--- src/hw/rtl/p2r_pkg.sv ---
// Shared types, constants and a helper function for the pixel to RGBA converter.
package p2r_pkg;

  localparam int ByteW = 8;
  localparam int FmtW  = 3;
  localparam int OffW  = 9;
  localparam int CoefW = 11;
  localparam int SumW  = 20;

  typedef enum logic [FmtW-1:0] {
    FmtRgba8888 = 3'd0,
    FmtRgbx8888 = 3'd1,
    FmtRgb888   = 3'd2,
    FmtRgb565   = 3'd3,
    FmtYcbcr    = 3'd4
  } pix_fmt_t;

  localparam logic signed [CoefW-1:0] CoefY  = 11'sd298;
  localparam logic signed [CoefW-1:0] CoefRv = 11'sd409;
  localparam logic signed [CoefW-1:0] CoefGu = 11'sd100;
  localparam logic signed [CoefW-1:0] CoefGv = 11'sd208;
  localparam logic signed [CoefW-1:0] CoefBu = 11'sd516;

  localparam logic signed [OffW-1:0] LumaOffset   = 9'sd16;
  localparam logic signed [OffW-1:0] ChromaOffset = 9'sd128;
  localparam logic signed [SumW-1:0] RoundBias    = 20'sd128;
  localparam logic [ByteW-1:0]       ByteMax      = 8'hff;

  typedef struct packed {
    logic s1;
    logic s2;
    logic s3;
  } stage_en_t;

  function automatic logic [ByteW-1:0] sat_shift(input logic signed [SumW-1:0] s);
    logic signed [SumW-1:0] sh;
    sh = s >>> 8;
    if (sh < 0) begin
      sat_shift = '0;
    end else if (sh > $signed({{(SumW-ByteW){1'b0}}, ByteMax})) begin
      sat_shift = ByteMax;
    end else begin
      sat_shift = sh[ByteW-1:0];
    end
  endfunction

endpackage

--- src/hw/rtl/p2r_if.sv ---
// Valid/ready channel interfaces for pixels, results and the format register write.
interface p2r_in_if;
  logic                     valid;
  logic                     ready;
  logic [p2r_pkg::ByteW-1:0] raw_byte0;
  logic [p2r_pkg::ByteW-1:0] raw_byte1;
  logic [p2r_pkg::ByteW-1:0] raw_byte2;
  logic [p2r_pkg::ByteW-1:0] raw_byte3;
  logic [p2r_pkg::ByteW-1:0] luma_sample;
  logic [p2r_pkg::ByteW-1:0] blue_chroma;
  logic [p2r_pkg::ByteW-1:0] red_chroma;

  modport source (output valid, raw_byte0, raw_byte1, raw_byte2, raw_byte3,
                  luma_sample, blue_chroma, red_chroma, input ready);
  modport sink (input valid, raw_byte0, raw_byte1, raw_byte2, raw_byte3,
                luma_sample, blue_chroma, red_chroma, output ready);
endinterface

interface p2r_out_if;
  logic                     valid;
  logic                     ready;
  logic [p2r_pkg::ByteW-1:0] red;
  logic [p2r_pkg::ByteW-1:0] green;
  logic [p2r_pkg::ByteW-1:0] blue;
  logic [p2r_pkg::ByteW-1:0] alpha;

  modport source (output valid, red, green, blue, alpha, input ready);
  modport sink (input valid, red, green, blue, alpha, output ready);
endinterface

interface p2r_cfg_if;
  logic                     valid;
  logic                     ready;
  logic [p2r_pkg::FmtW-1:0] data;

  modport source (output valid, data, input ready);
  modport sink (input valid, data, output ready);
endinterface

--- src/hw/rtl/p2r_ycc_math.sv ---
// Three-stage BT.601 YCbCr to RGB arithmetic with a combinational clamp at the end.
module p2r_ycc_math (
  input  logic                      clk,
  input  p2r_pkg::stage_en_t        en,
  input  logic [p2r_pkg::ByteW-1:0] luma,
  input  logic [p2r_pkg::ByteW-1:0] cb,
  input  logic [p2r_pkg::ByteW-1:0] cr,
  output logic [p2r_pkg::ByteW-1:0] red,
  output logic [p2r_pkg::ByteW-1:0] green,
  output logic [p2r_pkg::ByteW-1:0] blue
);

  localparam int OffW = p2r_pkg::OffW;
  localparam int SumW = p2r_pkg::SumW;

  logic signed [OffW-1:0] y_off_r, u_off_r, v_off_r;
  logic signed [OffW-1:0] y_off_nxt, u_off_nxt, v_off_nxt;
  logic signed [SumW-1:0] c_r, rv_r, gu_r, gv_r, bu_r;
  logic signed [SumW-1:0] c_nxt, rv_nxt, gu_nxt, gv_nxt, bu_nxt;
  logic signed [SumW-1:0] r_sum_r, g_sum_r, b_sum_r;
  logic signed [SumW-1:0] r_sum_nxt, g_sum_nxt, b_sum_nxt;

  assign y_off_nxt = $signed({1'b0, luma}) - p2r_pkg::LumaOffset;
  assign u_off_nxt = $signed({1'b0, cb}) - p2r_pkg::ChromaOffset;
  assign v_off_nxt = $signed({1'b0, cr}) - p2r_pkg::ChromaOffset;

  assign c_nxt  = SumW'(y_off_r) * SumW'(p2r_pkg::CoefY);
  assign rv_nxt = SumW'(v_off_r) * SumW'(p2r_pkg::CoefRv);
  assign gu_nxt = SumW'(u_off_r) * SumW'(p2r_pkg::CoefGu);
  assign gv_nxt = SumW'(v_off_r) * SumW'(p2r_pkg::CoefGv);
  assign bu_nxt = SumW'(u_off_r) * SumW'(p2r_pkg::CoefBu);

  assign r_sum_nxt = c_r + rv_r + p2r_pkg::RoundBias;
  assign g_sum_nxt = c_r - gu_r - gv_r + p2r_pkg::RoundBias;
  assign b_sum_nxt = c_r + bu_r + p2r_pkg::RoundBias;

  always_ff @(posedge clk) begin
    if (en.s1) begin
      y_off_r <= y_off_nxt;
      u_off_r <= u_off_nxt;
      v_off_r <= v_off_nxt;
    end
    if (en.s2) begin
      c_r  <= c_nxt;
      rv_r <= rv_nxt;
      gu_r <= gu_nxt;
      gv_r <= gv_nxt;
      bu_r <= bu_nxt;
    end
    if (en.s3) begin
      r_sum_r <= r_sum_nxt;
      g_sum_r <= g_sum_nxt;
      b_sum_r <= b_sum_nxt;
    end
  end

  assign red   = p2r_pkg::sat_shift(r_sum_r);
  assign green = p2r_pkg::sat_shift(g_sum_r);
  assign blue  = p2r_pkg::sat_shift(b_sum_r);

endmodule

--- src/hw/rtl/p2r_direct_path.sv ---
// Decode of the byte-oriented formats, delayed to line up with the YCbCr arithmetic.
module p2r_direct_path (
  input  logic                      clk,
  input  p2r_pkg::stage_en_t        en,
  input  p2r_pkg::pix_fmt_t         fmt,
  input  logic [p2r_pkg::ByteW-1:0] byte0,
  input  logic [p2r_pkg::ByteW-1:0] byte1,
  input  logic [p2r_pkg::ByteW-1:0] byte2,
  input  logic [p2r_pkg::ByteW-1:0] byte3,
  output logic [p2r_pkg::ByteW-1:0] red,
  output logic [p2r_pkg::ByteW-1:0] green,
  output logic [p2r_pkg::ByteW-1:0] blue,
  output logic [p2r_pkg::ByteW-1:0] alpha,
  output logic                      sel_ycc
);

  localparam int PixW = 4 * p2r_pkg::ByteW + 1;

  logic [PixW-1:0] s1_r, s2_r, s3_r;
  logic [PixW-1:0] s1_nxt;

  always_comb begin
    case (fmt)
      p2r_pkg::FmtRgba8888: begin
        s1_nxt = {1'b0, byte0, byte1, byte2, byte3};
      end
      p2r_pkg::FmtRgbx8888, p2r_pkg::FmtRgb888: begin
        s1_nxt = {1'b0, byte0, byte1, byte2, p2r_pkg::ByteMax};
      end
      p2r_pkg::FmtRgb565: begin
        s1_nxt = {1'b0,
                  byte1[7:3], byte1[7:5],
                  byte1[2:0], byte0[7:5], byte1[2:1],
                  byte0[4:0], byte0[4:2],
                  p2r_pkg::ByteMax};
      end
      p2r_pkg::FmtYcbcr: begin
        s1_nxt = {1'b1, {(3 * p2r_pkg::ByteW){1'b0}}, p2r_pkg::ByteMax};
      end
      default: begin
        s1_nxt = {1'b0, {(3 * p2r_pkg::ByteW){1'b0}}, p2r_pkg::ByteMax};
      end
    endcase
  end

  always_ff @(posedge clk) begin
    if (en.s1) begin
      s1_r <= s1_nxt;
    end
    if (en.s2) begin
      s2_r <= s1_r;
    end
    if (en.s3) begin
      s3_r <= s2_r;
    end
  end

  assign {sel_ycc, red, green, blue, alpha} = s3_r;

endmodule

--- src/hw/rtl/pixel_to_rgba_converter.sv ---
// Top level of the pixel to RGBA converter: stage control, format register and result register.
//
//   channel   direction  carries
//   in_pix    sink       raw_byte0..3, luma_sample, blue_chroma, red_chroma
//   out_pix   source     red, green, blue, alpha
//   cfg_wr    sink       data (pixel_format), always ready
//
// One item per cycle is accepted unless every stage is full and the output is stalled.
// Stages follow the YCbCr path: offsets, products, sums, then clamp into the result register.
// Reset clears the stage valid bits and sets the format to RGBA8888.
// A full stage holds while the stage after it is full and stalled, so bubbles are filled first.
module pixel_to_rgba_converter (
  input  logic     clk,
  input  logic     rst_n,
  p2r_in_if.sink   in_pix,
  p2r_out_if.source out_pix,
  p2r_cfg_if.sink  cfg_wr
);

  localparam int ByteW = p2r_pkg::ByteW;

  p2r_pkg::pix_fmt_t  fmt_r;
  p2r_pkg::stage_en_t en;
  logic v1_r, v2_r, v3_r, out_valid_r;
  logic ready1, ready2, ready3, ready_out;
  logic [ByteW-1:0] ycc_red, ycc_green, ycc_blue;
  logic [ByteW-1:0] dir_red, dir_green, dir_blue, dir_alpha;
  logic             sel_ycc;
  logic [ByteW-1:0] red_r, green_r, blue_r, alpha_r;
  logic [ByteW-1:0] red_nxt, green_nxt, blue_nxt, alpha_nxt;

  assign ready_out = !out_valid_r || out_pix.ready;
  assign ready3    = !v3_r || ready_out;
  assign ready2    = !v2_r || ready3;
  assign ready1    = !v1_r || ready2;

  assign en.s1 = ready1;
  assign en.s2 = ready2;
  assign en.s3 = ready3;

  assign in_pix.ready = ready1;
  assign cfg_wr.ready = 1'b1;

  always_ff @(posedge clk) begin
    if (!rst_n) begin
      fmt_r       <= p2r_pkg::FmtRgba8888;
      v1_r        <= 1'b0;
      v2_r        <= 1'b0;
      v3_r        <= 1'b0;
      out_valid_r <= 1'b0;
    end else begin
      if (cfg_wr.valid) begin
        fmt_r <= p2r_pkg::pix_fmt_t'(cfg_wr.data);
      end
      if (ready1) begin
        v1_r <= in_pix.valid;
      end
      if (ready2) begin
        v2_r <= v1_r;
      end
      if (ready3) begin
        v3_r <= v2_r;
      end
      if (ready_out) begin
        out_valid_r <= v3_r;
      end
    end
  end

  p2r_ycc_math u_ycc (
    .clk   (clk),
    .en    (en),
    .luma  (in_pix.luma_sample),
    .cb    (in_pix.blue_chroma),
    .cr    (in_pix.red_chroma),
    .red   (ycc_red),
    .green (ycc_green),
    .blue  (ycc_blue)
  );

  p2r_direct_path u_direct (
    .clk     (clk),
    .en      (en),
    .fmt     (fmt_r),
    .byte0   (in_pix.raw_byte0),
    .byte1   (in_pix.raw_byte1),
    .byte2   (in_pix.raw_byte2),
    .byte3   (in_pix.raw_byte3),
    .red     (dir_red),
    .green   (dir_green),
    .blue    (dir_blue),
    .alpha   (dir_alpha),
    .sel_ycc (sel_ycc)
  );

  assign red_nxt   = sel_ycc ? ycc_red   : dir_red;
  assign green_nxt = sel_ycc ? ycc_green : dir_green;
  assign blue_nxt  = sel_ycc ? ycc_blue  : dir_blue;
  assign alpha_nxt = dir_alpha;

  always_ff @(posedge clk) begin
    if (ready_out) begin
      red_r   <= red_nxt;
      green_r <= green_nxt;
      blue_r  <= blue_nxt;
      alpha_r <= alpha_nxt;
    end
  end

  assign out_pix.valid = out_valid_r;
  assign out_pix.red   = red_r;
  assign out_pix.green = green_r;
  assign out_pix.blue  = blue_r;
  assign out_pix.alpha = alpha_r;

`ifndef SYNTHESIS
  a_reset_clears: assert property (@(posedge clk)
    !rst_n |=> !v1_r && !v2_r && !v3_r && !out_valid_r)
    else $error("Stage valid bits survived reset.");

  a_accept_enters: assert property (@(posedge clk) disable iff (!rst_n)
    in_pix.valid && in_pix.ready |=> v1_r)
    else $error("Accepted item did not enter the first stage.");

  a_full_blocks: assert property (@(posedge clk) disable iff (!rst_n)
    v1_r && v2_r && v3_r && out_valid_r && !out_pix.ready |-> !in_pix.ready)
    else $error("Input accepted while every stage was full and stalled.");

  a_stage_holds: assert property (@(posedge clk) disable iff (!rst_n)
    v3_r && out_valid_r && !out_pix.ready |=> v3_r)
    else $error("Third-stage item lost during an output stall.");
`endif

endmodule
--- src/flat_wrapper.sv ---
// flat-port wrapper written by rule: the top's interface ports become plain ports
module pixel_to_rgba_converter_flat 
  (clk, rst_n, in_pix_valid, in_pix_raw_byte0, in_pix_raw_byte1, in_pix_raw_byte2, in_pix_raw_byte3, in_pix_luma_sample, in_pix_blue_chroma, in_pix_red_chroma, in_pix_ready, out_pix_valid, out_pix_red, out_pix_green, out_pix_blue, out_pix_alpha, out_pix_ready, cfg_wr_valid, cfg_wr_data, cfg_wr_ready);
  p2r_in_if in_pix_i ();
  p2r_out_if out_pix_i ();
  p2r_cfg_if cfg_wr_i ();
  input  logic clk;
  input  logic rst_n;
  input wire logic [$bits(in_pix_i.valid)-1:0] in_pix_valid;
  input wire logic [$bits(in_pix_i.raw_byte0)-1:0] in_pix_raw_byte0;
  input wire logic [$bits(in_pix_i.raw_byte1)-1:0] in_pix_raw_byte1;
  input wire logic [$bits(in_pix_i.raw_byte2)-1:0] in_pix_raw_byte2;
  input wire logic [$bits(in_pix_i.raw_byte3)-1:0] in_pix_raw_byte3;
  input wire logic [$bits(in_pix_i.luma_sample)-1:0] in_pix_luma_sample;
  input wire logic [$bits(in_pix_i.blue_chroma)-1:0] in_pix_blue_chroma;
  input wire logic [$bits(in_pix_i.red_chroma)-1:0] in_pix_red_chroma;
  output wire logic [$bits(in_pix_i.ready)-1:0] in_pix_ready;
  output wire logic [$bits(out_pix_i.valid)-1:0] out_pix_valid;
  output wire logic [$bits(out_pix_i.red)-1:0] out_pix_red;
  output wire logic [$bits(out_pix_i.green)-1:0] out_pix_green;
  output wire logic [$bits(out_pix_i.blue)-1:0] out_pix_blue;
  output wire logic [$bits(out_pix_i.alpha)-1:0] out_pix_alpha;
  input wire logic [$bits(out_pix_i.ready)-1:0] out_pix_ready;
  input wire logic [$bits(cfg_wr_i.valid)-1:0] cfg_wr_valid;
  input wire logic [$bits(cfg_wr_i.data)-1:0] cfg_wr_data;
  output wire logic [$bits(cfg_wr_i.ready)-1:0] cfg_wr_ready;
  assign in_pix_i.valid = in_pix_valid;
  assign in_pix_i.raw_byte0 = in_pix_raw_byte0;
  assign in_pix_i.raw_byte1 = in_pix_raw_byte1;
  assign in_pix_i.raw_byte2 = in_pix_raw_byte2;
  assign in_pix_i.raw_byte3 = in_pix_raw_byte3;
  assign in_pix_i.luma_sample = in_pix_luma_sample;
  assign in_pix_i.blue_chroma = in_pix_blue_chroma;
  assign in_pix_i.red_chroma = in_pix_red_chroma;
  assign in_pix_ready = in_pix_i.ready;
  assign out_pix_valid = out_pix_i.valid;
  assign out_pix_red = out_pix_i.red;
  assign out_pix_green = out_pix_i.green;
  assign out_pix_blue = out_pix_i.blue;
  assign out_pix_alpha = out_pix_i.alpha;
  assign out_pix_i.ready = out_pix_ready;
  assign cfg_wr_i.valid = cfg_wr_valid;
  assign cfg_wr_i.data = cfg_wr_data;
  assign cfg_wr_ready = cfg_wr_i.ready;
  pixel_to_rgba_converter u_core (.clk(clk), .rst_n(rst_n), .in_pix(in_pix_i), .out_pix(out_pix_i), .cfg_wr(cfg_wr_i));
endmodule
--- config.mk ---
export PLATFORM = sky130hd
export DESIGN_NAME = pixel_to_rgba_converter_flat
export DESIGN_NICKNAME = d
export VERILOG_FILES = /design/src/hw/rtl/p2r_pkg.sv /design/src/hw/rtl/p2r_if.sv /design/src/hw/rtl/p2r_ycc_math.sv /design/src/hw/rtl/p2r_direct_path.sv /design/src/hw/rtl/pixel_to_rgba_converter.sv /design/src/flat_wrapper.sv
export SDC_FILE = /design/constraint.sdc
export NUM_CORES = 1
export LEC_CHECK = 0
export BUFFER_PORTS_ARGS = -buffer_cell sky130_fd_sc_hd__buf_2
export CORE_MARGIN = 2
export CORE_UTILIZATION = 45
export CTS_CLUSTER_SIZE = 30
export DETAILED_ROUTE_END_ITERATION = 8
export PLACE_DENSITY = 0.67
export SETUP_SLACK_MARGIN = 0.15
export SLEW_MARGIN = 15
export SYNTH_ARGS = -nofsm -noshare
export SYNTH_HDL_FRONTEND = slang
export SYNTH_SLANG_ARGS = --single-unit
--- constraint.sdc ---
create_clock -name clk -period 8.3 [get_ports clk]
set_input_delay 0.415 -clock clk [delete_from_list [all_inputs] [get_ports clk]]
set_output_delay 0.415 -clock clk [all_outputs]
set_load 0.01 [all_outputs]
# After elaboration in Yosys (flattened, before gate mapping)
# Cells that the tools add are included.
[word_totals]
reg_bits = 316
[classes]
n_eq_ne = 4
order_cmp = 6
muxes = 10
multipliers = 5
reduce_logical = 10
n_addsub = 10
[op_table]
columns = ["operator", "count"]
rows = [
  ["$pmux 33 s4", 1],
  ["$mux 8", 9],
  ["$add 20x9->20 const B", 3],
  ["$add 20x20->20", 2],
  ["$sub 20x20->20", 2],
  ["$gt 12x9->1 const B", 3],
  ["$lt 12x1->1 const B", 3],
  ["$mul 9x9->18 const B", 2],
  ["$mul 9x10->19 const B", 1],
  ["$sub 8x8->9 const B", 2],
  ["$mul 9x6->15 const B", 1],
  ["$mul 9x5->14 const B", 1],
  ["$sub 8x5->9 const B", 1],
  ["$eq 3x2->1 const B", 2],
  ["$logic_not 1->1", 4],
  ["$logic_or 1x1->1", 4],
  ["$eq 3x1->1 const B", 1],
  ["$eq 3x3->1 const B", 1],
  ["$logic_not 3->1", 1],
  ["$reduce_or 2->1", 1],
]

# Depth between registers and ports, before layout
[logic_depth]
word_depth = 5
ltp_mapped = 17
depth_no_buf = 17

# Hierarchy
# A second synthesis with hierarchy kept.
[unflattened]
cells_unflattened = 1334
area_unflattened_um2 = 17040.1
[modules_own_cells]
columns = ["module", "seq_area_each_um2", "cells_per_inst", "n_inst", "area_per_inst_um2"]
rows = [
  ["p2r_ycc_math", 4204.0, 1077, 1, 11923.9],
  ["p2r_direct_path", 2972.9, 170, 1, 3483.3],
  ["pixel_to_rgba_converter", 1101.1, 87, 1, 1632.8],
]

# Worst setup path after synthesis
# No wires, ideal clock.
[synth_path]
path_type = "register to register"
startpoint = "register u_core.u_ycc.v_off_r[7]"
endpoint = "register u_core.u_ycc.rv_r[16], data pin"
setup_ns = 0.261
n_path_buf = 0
required_time_ns = 8.039
stages_incl_launch_ff = 16
t_arrival_ns = 4.095
setup_slack_ns = 3.944
path_cell_list = "edfxtp_1 inv_1 ha_1 inv_1 ha_1 inv_1 fa_1 inv_1 fa_1 ha_1 ha_1 a21boi_0 o21ai_0 a21oi_1 nor3_1 a311o_1"
[synth_between]
elab_chain_len = 1
[synth_rtl]
columns = ["item", "line", "rtl"]
rows = [
  ["from (decl)", "p2r_ycc_math.sv:16", "logic signed [OffW-1:0] y_off_r, u_off_r, v_off_r;"],
  ["from (signal assigned)", "p2r_ycc_math.sv:41", "v_off_r <= v_off_nxt;"],
  ["$mul 9x10->19", "p2r_ycc_math.sv:28", "assign rv_nxt = SumW'(v_off_r) * SumW'(p2r_pkg::CoefRv);"],
  ["net u_core.u_ycc.rv_nxt[16]", "p2r_ycc_math.sv:19", "logic signed [SumW-1:0] c_nxt, rv_nxt, gu_nxt, gv_nxt, bu_nxt;"],
  ["to (signal assigned)", "p2r_ycc_math.sv:45", "rv_r <= rv_nxt;"],
  ["to (decl)", "p2r_ycc_math.sv:18", "logic signed [SumW-1:0] c_r, rv_r, gu_r, gv_r, bu_r;"],
]
# The timed path passes the listed nets, and every way through them passes these cells.
# A chain may end at the register's enable or synchronous reset.

# Worst setup path in the final report
# Same ends and word-level chain as after synthesis.

==> results.json <==
{
  "status": "finished clean",
  "syn_nets": 1656,
  "drt-wirelength-per-cell_um": 16.1,
  "setup_viol_count_final": 0,
  "initial_utilization_pct": 45.5,
  "seq_area_sq_um": 8280,
  "avgSynthCellArea_sq_um": 13.0,
  "clk_latency_ns": 0.57,
  "synth_compound_area_share_pct": 7.74,
  "rr_worst_depth": 15,
  "slew_viol_final": 0,
  "cts_setup_buffers": 0,
  "synth-edff-count": 271,
  "fillers": 3120,
  "path_cells": "inv_1 > ha_1 > inv_1 > ha_1 > inv_1 > fa_1 > inv_1 > fa_1 > ha_1 > ha_1 > a21boi_0 > o21ai_0 > a21oi_1 > nor3_1 > a311o_1",
  "chipWidth_um": 196,
  "p_per_area_nw_per_um2": 357,
  "synth_xor_area_share_pct": 4.43,
  "ys_types": 60,
  "antenna_found_initial": 1,
  "final.setup.tns_ns": 0,
  "gp_congestion": 0.842,
  "utilization_pct": 51.7,
  "h-tree-depth": 1,
  "r2r-end": "u_core.u_ycc.rv_r[16]$_DFFE_PP_",
  "placed_cells": 1833,
  "yosysSeqAreaShare_pct": 49.8,
  "clock_path_buffers": 3,
  "rsz0062_at_grt": "no",
  "synth_area_leaders": "edfxtp_1 49%, ha_1 19%, fa_1 6.5%, inv_1 3.8%, xnor2_1 3.1%",
  "cts_root_buffer": "clkbuf_16",
  "power_mw": 6.74,
  "grt_max_degree": 79,
  "dp_slack_ns": 3.33,
  "max_slew.worst_pin.slew_ns": 1.08,
  "synth.area.mux_share_pct": 2.05,
  "fin_crit_ns": 4.93,
  "yosys.area.top_type_share_pct": 49.0,
  "arrival_ns": 5.24,
  "critPathLaunchType": "register",
  "portBuffers": 97,
  "grt_pass1_vias": 9750,
  "hold_slack_ns": 0.0344,
  "layout_commonest_cell": "edfxtp_1",
  "end_kind": "register",
  "critical_path_class": "reg2reg",
  "vias_per_cell": 5.08,
  "postSynthCellCount": 1280,
  "drt_iter0_markers": 522,
  "grt_pass1_wl_um": 50200,
  "drtPass1Iterations": 5,
  "yosys_warnings": 0,
  "synth_seq_cells": 278,
  "fin_nets": 1791,
  "yosys.area_share.simple_pct": 5.72,
  "area_delta_synth_final_pct": 13.6,
  "crit_family": "adder cells",
  "wl_um": 30700,
  "drc": 0,
  "fp.dieH_um": 196,
  "critPathMaxFanout": 14,
  "combPwrFrac_pct": 46.6,
  "ys.flop_type": "edfxtp_1",
  "fmax_mhz": 203,
  "finalNonFillerCells": 1908,
  "synthesis.area_sq_um": 16600,
  "drv_cap": 0,
  "timing.rr.start": "u_core.u_ycc.v_off_r[7]$_DFFE_PP_",
  "swShare_pct": 36.4,
  "vdd_drop_max_v": 0.000279,
  "p_clk_share_pct": 20.2,
  "hold_viol": 0,
  "p_int_mw": 4.28,
  "multi_input_area_sq_um": 7640,
  "grt-ovfl-total": 0,
  "cts_tree": "done",
  "critPathMaxStageDelay_ns": 0.76,
  "numClockSinks": 278,
  "synth_top_family_by_area": "adder cells",
  "dp_hpwl_um": 23500,
  "die-area_sq_um": 38500,
  "fp.coreArea_sq_um": 36500,
  "rows": 70,
  "required_ns": 8.61,
  "synthAdderAreaFrac_pct": 25.9,
  "vias": 9694,
  "grt_usage_pct": 16.5,
  "finalClockSkew_ns": 0.0126,
  "timing.final.crit_share_pct": 59.4,
  "n_antenna_cell": 0,
  "hp-start": "in_pix_red_chroma[0]",
  "crit_buf_inv": 4,
  "critPathSlowestCell": "edfxtp_1",
  "min_path_type": "in2reg",
  "layout_common_cells": "271 x edfxtp_1, 258 x ha_1, 169 x inv_1, 97 x buf_2, 86 x nor2_1",
  "design_area_sq_um": 18900,
  "seq_power_share_pct": 33.2,
  "final_antenna_net_count": 0,
  "max_slew_margin_pct": 28.0,
  "postPlaceCellArea_sq_um": 17700,
  "yosys.area.top_type": "edfxtp_1",
  "timing.reg2reg.setup_slack_ns": 3.37,
  "async_flop_share_pct": 0,
  "numCtsBuffers": 31,
  "setup_ws_ns": 3.37,
  "path_clk_slew_ns": 0.05,
  "min_path_cells": 1,
  "leakagePower_nw": 8.59,
  "whs_endpoint": "u_core.u_ycc.v_off_r[0]$_DFFE_PP_",
  "p_sw_mw": 2.45,
  "drive_above_1_share_pct": 13.3,
  "io_pins": 99
}
## routing by layer
metal | global-route usage (%) | up-vias | wire length (um)
met4 | 4.52 | 0 | 828
met1 | 22.8 | 4618 | 14400
met3 | 2.37 | 44 | 1440
met5 | 0 | - | 0
li1 | - | 4838 | -
met2 | 27.3 | 194 | 14000
## flip-flops by register name, summed over array words and instances, names as in the netlist, 8 cells and up
signal and cells:
u_core.u_ycc.v_off_r 8, u_core.u_ycc.u_off_r 8, u_core.out_pix.blue 8, u_core.u_direct.s2_r 33
u_core.out_pix.red 8, u_core.u_ycc.c_r 18, u_core.u_ycc.y_off_r 9, u_core.u_ycc.b_sum_r 12
u_core.u_ycc.r_sum_r 12, u_core.out_pix.alpha 8, u_core.u_ycc.bu_r 18, u_core.u_ycc.g_sum_r 12
u_core.u_direct.s1_r 33, u_core.u_ycc.gv_r 12, u_core.u_direct.s3_r 33, u_core.u_ycc.rv_r 19
u_core.u_ycc.gu_r 12, u_core.out_pix.green 8
## timing repair
item	4_1_cts	5_1_grt
hold buffers	17	0
gates resized for setup	0	0
hold endpoints to repair	17	0
endpoints found under the setup margin	0	0
## power by group through the flow
stage / logic [mW] / registers [mW] / clock network (mW)
floorplan: 2.44 / 2.18 / 0
global placement: 3.01 / 2.27 / 0
detailed placement: 3.10 / 2.27 / 0
CTS: 3.15 / 2.25 / 1.40
global route: 3.58 / 2.27 / 1.46
finish: 3.14 / 2.24 / 1.36
## synthesized netlist by cell type, types with 22 or more instances
master / n
a21o_1: 22
a21oi_1: 50
a22o_1: 24
edfxtp_1: 271
fa_1: 54
ha_1: 258
inv_1: 170
mux2_2: 24
nand2_1: 28
nor2_1: 86
o21ai_0: 27
xnor2_1: 59
xor2_1: 25
## final cells by class
type	instances	share of cell area, %
clock buffers	37	4.23
well taps	468	3.10
repair buffers	119	3.67
clock inverters	21	1.22
flip-flops and latches	278	43.9
inverters	170	3.40
multi-input cells	815	40.5
## logic make-up after synthesis
logic type / count (synthesis)
mux: 31
compound gates: 189
fa+ha+maj: 312
flops: 278
buf+inv: 187
other cells: 1
simple gates: 198
xor+xnor: 84
## worst max path at each step
| stage | startpoint | to | slack, ns | cells after the start |
|---|---|---|---|---|
| floorplan | u_core.u_ycc.v_off_r[7]$_DFFE_PP_ | u_core.u_ycc.rv_r[16]$_DFFE_PP_ | 3.94 | 15 |
| global placement | u_core.u_ycc.v_off_r[7]$_DFFE_PP_ | u_core.u_ycc.rv_r[16]$_DFFE_PP_ | 3.42 | 15 |
| detailed placement | u_core.u_ycc.v_off_r[7]$_DFFE_PP_ | u_core.u_ycc.rv_r[16]$_DFFE_PP_ | 3.33 | 15 |
| CTS | u_core.u_ycc.v_off_r[7]$_DFFE_PP_ | u_core.u_ycc.rv_r[16]$_DFFE_PP_ | 3.28 | 15 |
| global route | u_core.u_ycc.v_off_r[7]$_DFFE_PP_ | u_core.u_ycc.rv_r[16]$_DFFE_PP_ | 2.84 | 15 |
| finish | u_core.u_ycc.v_off_r[7]$_DFFE_PP_ | u_core.u_ycc.rv_r[16]$_DFFE_PP_ | 3.37 | 15 |
(Power assumes the default switching activity.)
